**src/sv/dfmu_pkg.sv**
```systemverilog
// Package for the domain feedback map update block.
// Holds field widths, opcode and register index codes and the update function.
// No dependencies.
package dfmu_pkg;

  localparam int OPCODE_W    = 3;
  localparam int DOMAIN_W    = 2;
  localparam int KEY_W       = 32;
  localparam int DATA_W      = 32;
  localparam int SLOT_W      = 12;
  localparam int SIZE_W      = 11;
  localparam int COUNT_W     = 3;
  localparam int CFG_IDX_W   = 3;
  localparam int CFG_DATA_W  = 11;
  localparam int SIZE_REGS   = 4;
  localparam int START_W     = SIZE_W + 2;
  localparam int SLOT_SUM_W  = START_W + 1;

  localparam int MOD_STEP_BITS = 8;
  localparam int MOD_CYCLES    = KEY_W / MOD_STEP_BITS;
  localparam int MOD_CNT_W     = (MOD_CYCLES > 1) ? $clog2(MOD_CYCLES) : 1;

  localparam logic [SIZE_W-1:0] SIZE_RESET = 11'd1024;

  localparam logic [OPCODE_W-1:0] OP_MAX  = 3'd0;
  localparam logic [OPCODE_W-1:0] OP_SET  = 3'd1;
  localparam logic [OPCODE_W-1:0] OP_OR   = 3'd2;
  localparam logic [OPCODE_W-1:0] OP_ADD  = 3'd3;
  localparam logic [OPCODE_W-1:0] OP_READ = 3'd4;

  localparam logic [CFG_IDX_W-1:0] REG_COUNT = 3'd0;
  localparam logic [CFG_IDX_W-1:0] REG_SIZE0 = 3'd1;
  localparam logic [CFG_IDX_W-1:0] REG_SIZE1 = 3'd2;
  localparam logic [CFG_IDX_W-1:0] REG_SIZE2 = 3'd3;
  localparam logic [CFG_IDX_W-1:0] REG_SIZE3 = 3'd4;

  function automatic logic [DATA_W-1:0] apply_op(
    input logic [OPCODE_W-1:0] op,
    input logic [DATA_W-1:0]   cur,
    input logic [DATA_W-1:0]   val
  );
    logic [DATA_W-1:0] res;
    case (op)
      OP_MAX:  res = (cur > val) ? cur : val;
      OP_SET:  res = val;
      OP_OR:   res = cur | val;
      OP_ADD:  res = cur + val;
      OP_READ: res = cur;
      default: res = cur;
    endcase
    return res;
  endfunction

endpackage

```
**src/sv/dfmu_mod.sv**
```systemverilog
// Iterative key modulo region size unit, several remainder digits per cycle.
// Depends on dfmu_pkg.
module dfmu_mod
  import dfmu_pkg::*;
(
  input  logic              clk_i,
  input  logic              rst_ni,
  input  logic              start_i,
  input  logic [KEY_W-1:0]  key_i,
  input  logic [SIZE_W-1:0] divisor_i,
  output logic              done_o,
  output logic [SIZE_W-1:0] rem_o
);

  logic                 busy_q;
  logic                 done_q;
  logic [MOD_CNT_W-1:0] cnt_q;
  logic [KEY_W-1:0]     key_q;
  logic [SIZE_W-1:0]    div_q;
  logic [SIZE_W-1:0]    rem_q;
  logic [SIZE_W-1:0]    rem_d;

  always_comb begin
    logic [SIZE_W:0] t;
    logic [SIZE_W-1:0] r;
    r = rem_q;
    for (int i = 0; i < MOD_STEP_BITS; i++) begin
      t = {r, key_q[KEY_W-1-i]};
      if (t >= {1'b0, div_q}) begin
        r = SIZE_W'(t - {1'b0, div_q});
      end else begin
        r = t[SIZE_W-1:0];
      end
    end
    rem_d = r;
  end

  always_ff @(posedge clk_i or negedge rst_ni) begin
    if (!rst_ni) begin
      busy_q <= 1'b0;
      done_q <= 1'b0;
      cnt_q  <= '0;
    end else begin
      done_q <= 1'b0;
      if (start_i) begin
        busy_q <= 1'b1;
        cnt_q  <= '0;
      end else if (busy_q) begin
        cnt_q <= cnt_q + 1'b1;
        if (cnt_q == MOD_CNT_W'(MOD_CYCLES - 1)) begin
          busy_q <= 1'b0;
          done_q <= 1'b1;
        end
      end
    end
  end

  always_ff @(posedge clk_i) begin
    if (start_i) begin
      key_q <= key_i;
      div_q <= divisor_i;
      rem_q <= '0;
    end else if (busy_q) begin
      key_q <= key_q << MOD_STEP_BITS;
      rem_q <= rem_d;
    end
  end

  assign done_o = done_q;
  assign rem_o  = rem_q;

endmodule

```
**config.mk**
```make
export PLATFORM = sky130hd
export DESIGN_NAME = dfmu_mod
export DESIGN_NICKNAME = d
export VERILOG_FILES = /design/src/sv/dfmu_pkg.sv /design/src/sv/dfmu_mod.sv
export SDC_FILE = /design/constraint.sdc
export NUM_CORES = 1
export LEC_CHECK = 0
export ABC_AREA = 1
export ABC_CLOCK_PERIOD_IN_PS = 22700
export BUFFER_PORTS_ARGS = -buffer_cell sky130_fd_sc_hd__buf_4
export CAP_MARGIN = 20
export CORE_AREA = 2 2 172 132
export CTS_CLUSTER_SIZE = 16
export DETAILED_ROUTE_END_ITERATION = 16
export DIE_AREA = 0 0 174 134
export HOLD_SLACK_MARGIN = 0.03
export SETUP_SLACK_MARGIN = 0.5
export SYNTH_ARGS = -nofsm -noshare
export SYNTH_HDL_FRONTEND = slang
export SYNTH_SLANG_ARGS = --single-unit
export TNS_END_PERCENT = 5
```
**constraint.sdc**
```tcl
create_clock -name clk_i -period 22.7 [get_ports clk_i]
set_input_delay 5.675 -clock clk_i [delete_from_list [all_inputs] [get_ports clk_i]]
set_output_delay 5.675 -clock clk_i [all_outputs]
set_load 0.05 [all_outputs]
```
==> flow_metrics.env, run 1 <==
export IMPL_status="completed"
export IMPL_final_cell_area_um2=8610
export IMPL_drive_gt1_frac=0.09235
export IMPL_wl_per_cell_um=14.26
export IMPL_worst_pin_slew_ns=0.8087
export IMPL_syn_area_per_cell_um2=6.677
export IMPL_min_path_cells=2
export IMPL_io_buffers=57
export IMPL_grt_max_degree=49
export IMPL_startpoint_type="flop"
export IMPL_row_count=47
export IMPL_fin_crit_ns=16.61
export IMPL_drc=0
export IMPL_place_gp_congestion=0.9293
export IMPL_place_area_um2=8347
export IMPL_grt_use_total=0.1862
export IMPL_finalHoldViolations=0
export IMPL_die_area_um2=23320
export IMPL_start_util=0.3545
export IMPL_rr_worst_depth=106
export IMPL_antenna_found_initial=1
export IMPL_worstHoldEndpoint="rem_o[0]"
export IMPL_drv_cap=0
export IMPL_drtAntennaViolNets=0
export IMPL_critical_path_class="flop to flop"
export IMPL_drt_iter0_drc=742
export IMPL_netlist_area_um2=7672
export IMPL_dieWidth_um=174
export IMPL_cts_max_path_buffers=2
export IMPL_hpwl_um=16910
export IMPL_drt_total_wl_um=21330
export IMPL_crit_path_top_delay_cell="inv_1"
export IMPL_setup_tns_ns=0
export IMPL_num_fill_cells=2343
export IMPL_reg2reg_from="div_q[1]"
export IMPL_syn_num_nets=1292
export IMPL_synth_edf_count=43
export IMPL_die_y_um=134
export IMPL_cp_required_ns=22.92
export IMPL_hold_path_class="flop to flop"
export IMPL_grt_pass1_vias=6794
export IMPL_slew_viol_final=0
export IMPL_endpoint_kind="flop"
export IMPL_grt_setup_unrepaired="no"
export IMPL_r2r_end="rem_o[8]"
export IMPL_cts_htree_levels=3
export IMPL_setup_viol=0
export IMPL_grt_overflow_total=0
export IMPL_drtPass1Iterations=6
export IMPL_vias_per_cell=4.929
export IMPL_nNetsFinal=1340
export IMPL_synthFlopType="edfxtp_1"
export IMPL_clock_sinks=58
export IMPL_fin_ws_ns=6.090
export IMPL_cpPeakStageDelay_ns=0.59
export IMPL_cts_resized=0
export IMPL_ctsRootBufferMaster="clkbuf_16"
export IMPL_post_cts_setup_buffers=0
export IMPL_num_vias=7374
export IMPL_pin_count=58
export IMPL_insertion_delay_ns=0.33
export IMPL_r2r_slack_ns=6.09
export IMPL_grt_pass1_wl_um=34530
export IMPL_max_freq_mhz=60.21
export IMPL_min_delay_start="rem_o[0]"
export IMPL_cts_hold_buf=0
export IMPL_worst_ep_arrival_time_ns=16.83
export IMPL_crit_fanout=17
export IMPL_synth_async_reset_ratio=0.06897
export IMPL_coreArea_um2=21640
export IMPL_n_antenna_cell=0
export IMPL_period_share=0.7317
export IMPL_startpoint="div_q[1]"
export IMPL_path_clk_slew_ns=0.05
export IMPL_cts_tree="yes"
export IMPL_synth_distinct_cells=47
export IMPL_final_setup_skew_ns=0.005187
export IMPL_post_place_ws_ns=6.297
export IMPL_slew_headroom=0.4589
export IMPL_synth_seq_cells=58
export IMPL_syn_to_final_growth_pct=12.21
export IMPL_numCtsBuffers=9
export IMPL_yosysWarningCount=0
export IMPL_cpMostUsedCell="nand2_1"
export IMPL_synthCells=1149
export IMPL_synth_seq_area_share=0.2100
-- cells in the mapped netlist (all sizes together) (2+ instances only) --
| cell type | n | area, um^2 |
|---|---|---|
| inv | 181 | 679.4 |
| o31ai | 2 | 15.01 |
| nand3 | 126 | 743.2 |
| nand2 | 398 | 1516 |
| dfxtp | 11 | 220.2 |
| nand3b | 2 | 15.01 |
| o21a | 2 | 15.01 |
| o21ai | 26 | 133.9 |
| xnor2 | 33 | 289.0 |
| a21oi | 62 | 321.6 |
| nor4 | 2 | 12.51 |
| nor3 | 5 | 41.29 |
| a31oi | 2 | 12.51 |
| xor2 | 35 | 306.5 |
| clkbuf | 7 | 26.28 |
| a21boi | 2 | 15.01 |
| fa | 8 | 160.2 |
| nand4 | 27 | 168.9 |
| dfrtp | 4 | 100.1 |
| nor2 | 48 | 220.2 |
| a21o | 4 | 30.03 |
| buf | 18 | 132.6 |
| edfxtp | 43 | 1291 |
| o21bai | 4 | 30.03 |
| ha | 89 | 1114 |
-- layer usage --
metal / vias to the layer above / GRT usage / part of all wire
li1: 3827 / - / -
met1: 3299 / 0.2917 / 0.52
met2: 235 / 0.2727 / 0.40
met3: 13 / 0.02523 / 0.074
met4: 0 / 0.02988 / 0.0099
met5: - / 0 / 0
-- cell type report --
class | instances | area (um^2) | area share
clock buffer | 10 | 229.0 | 0.02660
clock inverter | 6 | 33.78 | 0.003924
inverter | 181 | 679.4 | 0.07891
multi-input combinational | 885 | 5223 | 0.6066
sequential | 58 | 1612 | 0.1872
tap | 294 | 367.9 | 0.04273
timing repair buffer | 62 | 465.4 | 0.05406
-- kinds of logic (layout without fill, tap and decap cells) --
family,Yosys count,count (layout),share of synthesized area
adder cells (fa/ha/maj),97,97,0.1660
AO/OA/AOI/OAI,109,109,0.08023
buffers and inverters,206,259,0.1093
XOR/XNOR,68,68,0.07763
flip-flops,58,58,0.2100
AND/OR/NAND/NOR,611,611,0.3568
-- cells in the final DEF, fill, tap and decap left out, types with 10 or more instances in the layout --
cell,instances
edfxtp_1,43
dfxtp_1,11
a21oi_1,61
inv_1,180
buf_4,62
nand2_1,389
nor2_1,42
xnor2_1,33
o21ai_0,19
ha_1,89
nand3_1,111
nand3_2,10
xor2_1,35
nand4_1,27
-- worst max path at each step --
stage,end,slack (ns),cells past startpoint
after floorplan,rem_o[10],8.15,109
after global placement,rem_o[8],6.60,106
after global routing,rem_o[5],4.10,108
after detailed placement,rem_o[8],6.30,105
after CTS,rem_o[8],6.25,105
final,rem_o[8],6.09,106
-- registers in the layout, summed over array words and instances, names as in the netlist --
register	flops
key_q	32
busy_q	1
done_o	1
div_q	11
cnt_q	2
rem_o	11
-- through the flow --
step,hold WS [ns],std cells,utilization
2_1_floorplan,0.4831,1149,-
3_3_place_gp,0.4932,1480,0.3857
3_5_place_dp,0.4935,1480,0.3857
4_1_cts,0.5043,1496,0.3978
5_1_grt,0.5185,1496,0.3978
6_report,0.5008,1496,0.3978
-- worst max-delay path: cells and delay by family, from the launching register on --
kind	cells	cell delay [ns]
flops	1	0.47
buf+inv	16	1.86
simple gates	62	7.49
fa+ha+maj	8	2.97
compound gates	20	3.64
Power of run 1 is not shown: default switching activity piles up to over one toggle a cycle in this logic, so the estimate is an artifact.
==> run 2: changes to the inputs <==
--- a/config.mk
+++ b/config.mk
@@ -6,7 +6,7 @@
 export NUM_CORES = 1
 export LEC_CHECK = 0
 export ABC_AREA = 1
-export ABC_CLOCK_PERIOD_IN_PS = 22700
+export ABC_CLOCK_PERIOD_IN_PS = 16670
 export BUFFER_PORTS_ARGS = -buffer_cell sky130_fd_sc_hd__buf_4
 export CAP_MARGIN = 20
 export CORE_AREA = 2 2 172 132
==> constraint.sdc (replaced) <==
create_clock -name clk_i -period 16.67 [get_ports clk_i]
set_input_delay 4.1675 -clock clk_i [delete_from_list [all_inputs] [get_ports clk_i]]
set_output_delay 4.1675 -clock clk_i [all_outputs]
set_load 0.05 [all_outputs]
==> run 2 against run 1 <==
Compared with the run above: via count increased by 5.0%; die area unchanged; critical path depth increased by 2; design area increased by 6.2%; register-to-register slack got worse by 4.5 ns; critical path type unchanged.
==> flow_metrics.env, run 2 (same netlist as run 1, synthesis figures left out) <==
export IMPL_coreArea_um2=21640
export IMPL_place_gp_congestion=0.9312
export IMPL_startpoint_type="flop"
export IMPL_pin_count=58
export IMPL_top_register="key_q"
export IMPL_cpMostUsedCell="nand2_1"
export IMPL_worst_pin_slew_ns=0.8642
export IMPL_insertion_delay_ns=0.32
export IMPL_nNetsFinal=1384
export IMPL_final_common_cell="nand2_1"
export IMPL_clock_sinks=58
export IMPL_hold_path_class="flop to flop"
export IMPL_n_antenna_cell=0
export IMPL_grt_overflow_total=0
export IMPL_antenna_found_initial=0
export IMPL_layout_common_cells="nand2_1 (387), inv_1 (176), nand3_1 (106)"
export IMPL_critical_path_class="flop to flop"
export IMPL_endpoint_kind="flop"
export IMPL_crit_fanout=12
export IMPL_drive_gt1_frac=0.1453
export IMPL_max_freq_mhz=66.47
export IMPL_drtPass1Iterations=5
export IMPL_status="completed"
export IMPL_drc=0
export IMPL_row_count=47
export IMPL_cts_tree="yes"
export IMPL_final_setup_skew_ns=0.004944
export IMPL_path_clk_slew_ns=0.05
export IMPL_setup_viol=0
export IMPL_grt_use_total=0.1917
export IMPL_grt_setup_unrepaired="no"
export IMPL_io_buffers=57
export IMPL_worst_path_buf_inv=19
export IMPL_numCtsBuffers=9
export IMPL_dieWidth_um=174
export IMPL_die_area_um2=23320
export IMPL_drt_iter0_drc=879
export IMPL_grt_max_degree=49
export IMPL_fin_crit_ns=15.04
export IMPL_syn_to_final_growth_pct=19.21
export IMPL_cts_hold_buf=0
export IMPL_cp_required_ns=16.88
export IMPL_crit_family="simple AND/OR/NAND/NOR gates"
export IMPL_cts_max_path_buffers=2
export IMPL_grt_pass1_wl_um=35360
export IMPL_hpwl_um=17780
export IMPL_vias_per_cell=5.027
export IMPL_period_share=0.9024
export IMPL_worst_ep_arrival_time_ns=15.25
export IMPL_finalHoldViolations=0
export IMPL_slew_viol_final=0
export IMPL_setup_tns_ns=0
export IMPL_cpPeakStageDelay_ns=0.45
export IMPL_slew_headroom=0.4217
export IMPL_ctsRootBufferMaster="clkbuf_16"
export IMPL_die_y_um=134
export IMPL_start_util=0.3545
export IMPL_cts_htree_levels=3
export IMPL_wl_per_cell_um=14.84
export IMPL_crit_path_top_delay_cell="fa_1"
export IMPL_drtAntennaViolNets=0
export IMPL_largest_reg_flops=32
export IMPL_drv_cap=0
export IMPL_grt_pass1_vias=6803
export IMPL_drt_total_wl_um=22850
export IMPL_num_vias=7741
-- run 2: path summary, 6_finish.rpt --
kind | startpoint | to | slack (ns) | cells after the start
worst max-delay path | div_q[5] | rem_o[3] | 1.63 | 108
worst min-delay path | key_q[4] | key_q[12] | 0.51 | 2
worst max register to register | div_q[5] | rem_o[3] | 1.63 | 108
worst min register to register | key_q[4] | key_q[12] | 0.51 | 2
max in group asynchronous | rst_ni | done_o | 12.94 | 1
min in group asynchronous | rst_ni | busy_q | 3.63 | 1
-- run 2: per-layer routing --
| layer | up-vias | track usage | part of all wire |
|---|---|---|---|
| met1 | 3509 | 0.3032 | 0.51 |
| met4 | 0 | 0.02334 | 0.0085 |
| li1 | 3917 | - | - |
| met5 | - | 0 | 0 |
| met2 | 293 | 0.2654 | 0.39 |
| met3 | 22 | 0.04478 | 0.091 |
-- run 2: repair_timing --
item / CTS / global route
buffers inserted: 0 / 31
endpoints found under the setup margin: 0 / 11
resized for setup: 0 / 37
-- run 2: layout make-up --
class	count	area [um^2]
Clock inverter	3	43.79
Multi-Input combinational cell	888	5373
Clock buffer	13	281.5
Sequential cell	58	1612
Inverter	181	679.4
Timing Repair Buffer	103	789.5
Fill cell	2291	12490
Tap cell	294	367.9
-- run 2: worst reg2reg max path: cells and delay by family, from the launching register on --
family                   cells  cell delay (ns)
flip-flops                   1             0.35
AND/OR/NAND/NOR             68             6.88
AO/OA/AOI/OAI               13             2.45
adder cells (fa/ha/maj)      8             3.04
buffers and inverters       19             2.16
-- run 2: per-stage QoR --
step,instance area [um^2],utilization,hold slack (ns),worst slack [ns],std cells
after floorplan,7672,-,0.4831,2.120,1149
after global placement,8414,0.3888,0.4923,1.178,1489
after detailed placement,8414,0.3888,0.4984,0.8553,1489
after CTS,8740,0.4039,0.5099,0.8073,1505
after global routing,9146,0.4226,0.5261,0.3154,1540
final,9146,0.4226,0.5094,1.626,1540
Power of run 2 is left out for the same reason.
==> run 3: changes to the inputs <==
--- a/config.mk
+++ b/config.mk
@@ -14,6 +14,7 @@
 export DETAILED_ROUTE_END_ITERATION = 16
 export DIE_AREA = 0 0 174 134
 export HOLD_SLACK_MARGIN = 0.03
+export RECOVER_POWER = 25
 export SETUP_SLACK_MARGIN = 0.5
 export SYNTH_ARGS = -nofsm -noshare
 export SYNTH_HDL_FRONTEND = slang
==> run 3 against run 2 <==
Compared with the run above: the run now ends with capacitance limit, slew limit left; design area about the same; via count is 0.28% lower; global-route usage is the same.
==> flow_metrics.env, run 3 (same netlist as run 1, synthesis figures left out) <==
export IMPL_status="finished, violations left"
export IMPL_violations="capacitance limit, slew limit"
export IMPL_critical_path_class="flop to flop"
export IMPL_final_common_cell="nand2_1"
export IMPL_coreArea_um2=21640
export IMPL_io_buffers=57
export IMPL_fin_crit_ns=15.11
export IMPL_final_setup_skew_ns=0.003620
export IMPL_syn_to_final_growth_pct=19.11
export IMPL_drv_cap=1
export IMPL_setup_tns_ns=0
export IMPL_cpMostUsedCell="nand2_1"
export IMPL_antenna_found_initial=0
export IMPL_drive_gt1_frac=0.1437
export IMPL_endpoint_kind="flop"
export IMPL_drt_total_wl_um=22820
export IMPL_place_gp_congestion=0.9312
export IMPL_cpPeakStageDelay_ns=0.45
export IMPL_startpoint_type="flop"
export IMPL_hold_path_class="flop to flop"
export IMPL_dp_cells=1489
export IMPL_numCtsBuffers=9
export IMPL_path_clk_slew_ns=0.05
export IMPL_grt_pass1_vias=6803
export IMPL_period_share=0.9062
export IMPL_worst_pin_slew_ns=2.100
export IMPL_ctsRootBufferMaster="clkbuf_16"
export IMPL_nNetsFinal=1384
export IMPL_cts_max_path_buffers=2
export IMPL_die_area_um2=23320
export IMPL_num_vias=7719
export IMPL_grt_max_degree=49
export IMPL_cts_tree="yes"
export IMPL_fin_cells=1540
export IMPL_slew_headroom=-0.4002
export IMPL_fin_hold_ws_ns=0.5095
export IMPL_drt_iter0_drc=911
export IMPL_worst_ep_arrival_time_ns=15.31
export IMPL_grt_pass1_wl_um=35360
export IMPL_max_freq_mhz=66.20
export IMPL_setup_viol=0
export IMPL_grt_use_total=0.1917
export IMPL_finalHoldViolations=0
export IMPL_dieWidth_um=174
export IMPL_n_antenna_cell=0
export IMPL_grt_overflow_total=0
export IMPL_layout_common_cells="nand2_1 (387), inv_1 (176), nand3_1 (106)"
export IMPL_crit_fanout=12
export IMPL_hpwl_um=17780
export IMPL_largest_reg_flops=32
export IMPL_cts_hold_buf=0
export IMPL_cp_required_ns=16.87
export IMPL_post_place_ws_ns=0.8553
export IMPL_vias_per_cell=5.012
export IMPL_pin_count=58
export IMPL_insertion_delay_ns=0.32
export IMPL_fin_ws_ns=1.564
export IMPL_wl_per_cell_um=14.82
export IMPL_drtPass1Iterations=6
export IMPL_start_util=0.3545
export IMPL_grt_setup_unrepaired="no"
export IMPL_cts_htree_levels=3
export IMPL_row_count=47
export IMPL_top_register="key_q"
export IMPL_crit_path_top_delay_cell="fa_1"
export IMPL_drtAntennaViolNets=0
export IMPL_die_y_um=134
export IMPL_slew_viol_final=49
export IMPL_clock_sinks=58
export IMPL_drc=0
-- run 3: cell count changes in the layout (fill, tap and decap cells not counted) --
cell,delta
clkbuf_1,+2
clkbuf_4,+11
buf_4,-13
-- run 3: cell type report --
type / instances / area (um^2)
clock inverter: 3 / 43.79
tap: 294 / 367.9
inverter: 181 / 679.4
clock buffer: 13 / 281.5
timing repair buffer: 103 / 782.0
fill: 2293 / 12500
multi-input combinational: 888 / 5373
sequential: 58 / 1612
-- run 3: final timing paths --
check / startpoint / endpoint / slack [ns] / cells past startpoint
setup / recovery: div_q[5] / rem_o[3] / 1.56 / 108
hold / removal: key_q[4] / key_q[12] / 0.51 / 2
hold reg to reg: key_q[4] / key_q[12] / 0.51 / 2
max in group asynchronous: rst_ni / done_o / 12.81 / 1
setup reg to reg: div_q[5] / rem_o[3] / 1.56 / 108
min in group asynchronous: rst_ni / busy_q / 3.67 / 1
-- run 3: metal layers --
| layer | global-route usage | vias to the layer above | part of all wire |
|---|---|---|---|
| met5 | 0 | - | 0 |
| met4 | 0.02334 | 0 | 0.0071 |
| met2 | 0.2654 | 287 | 0.39 |
| met1 | 0.3032 | 3492 | 0.50 |
| li1 | - | 3918 | - |
| met3 | 0.04478 | 22 | 0.099 |
-- run 3: critical path: cells and delay by family (launching register included) --
kind | cells | cell delay, ns
buffers and inverters | 19 | 2.15
adders and majority gates | 8 | 3.02
AOI/OAI and AO/OA | 13 | 2.50
DFF | 1 | 0.35
and+or+nand+nor | 68 | 6.91
-- run 3: timing repair --
| item | in CTS | in global routing |
|---|---|---|
| setup endpoints to repair | 0 | 11 |
| buffers inserted | 0 | 31 |
| gates resized for setup | 0 | 37 |
-- run 3: per-stage QoR --
| step | util | instance area (um^2) |
|---|---|---|
| global placement | 0.3888 | 8414 |
| detailed placement | 0.3888 | 8414 |
| global route | 0.4223 | 9139 |
| floorplan | - | 7672 |
| finish | 0.4223 | 9139 |
| CTS | 0.4039 | 8740 |
Power of run 3 is left out for the same reason.
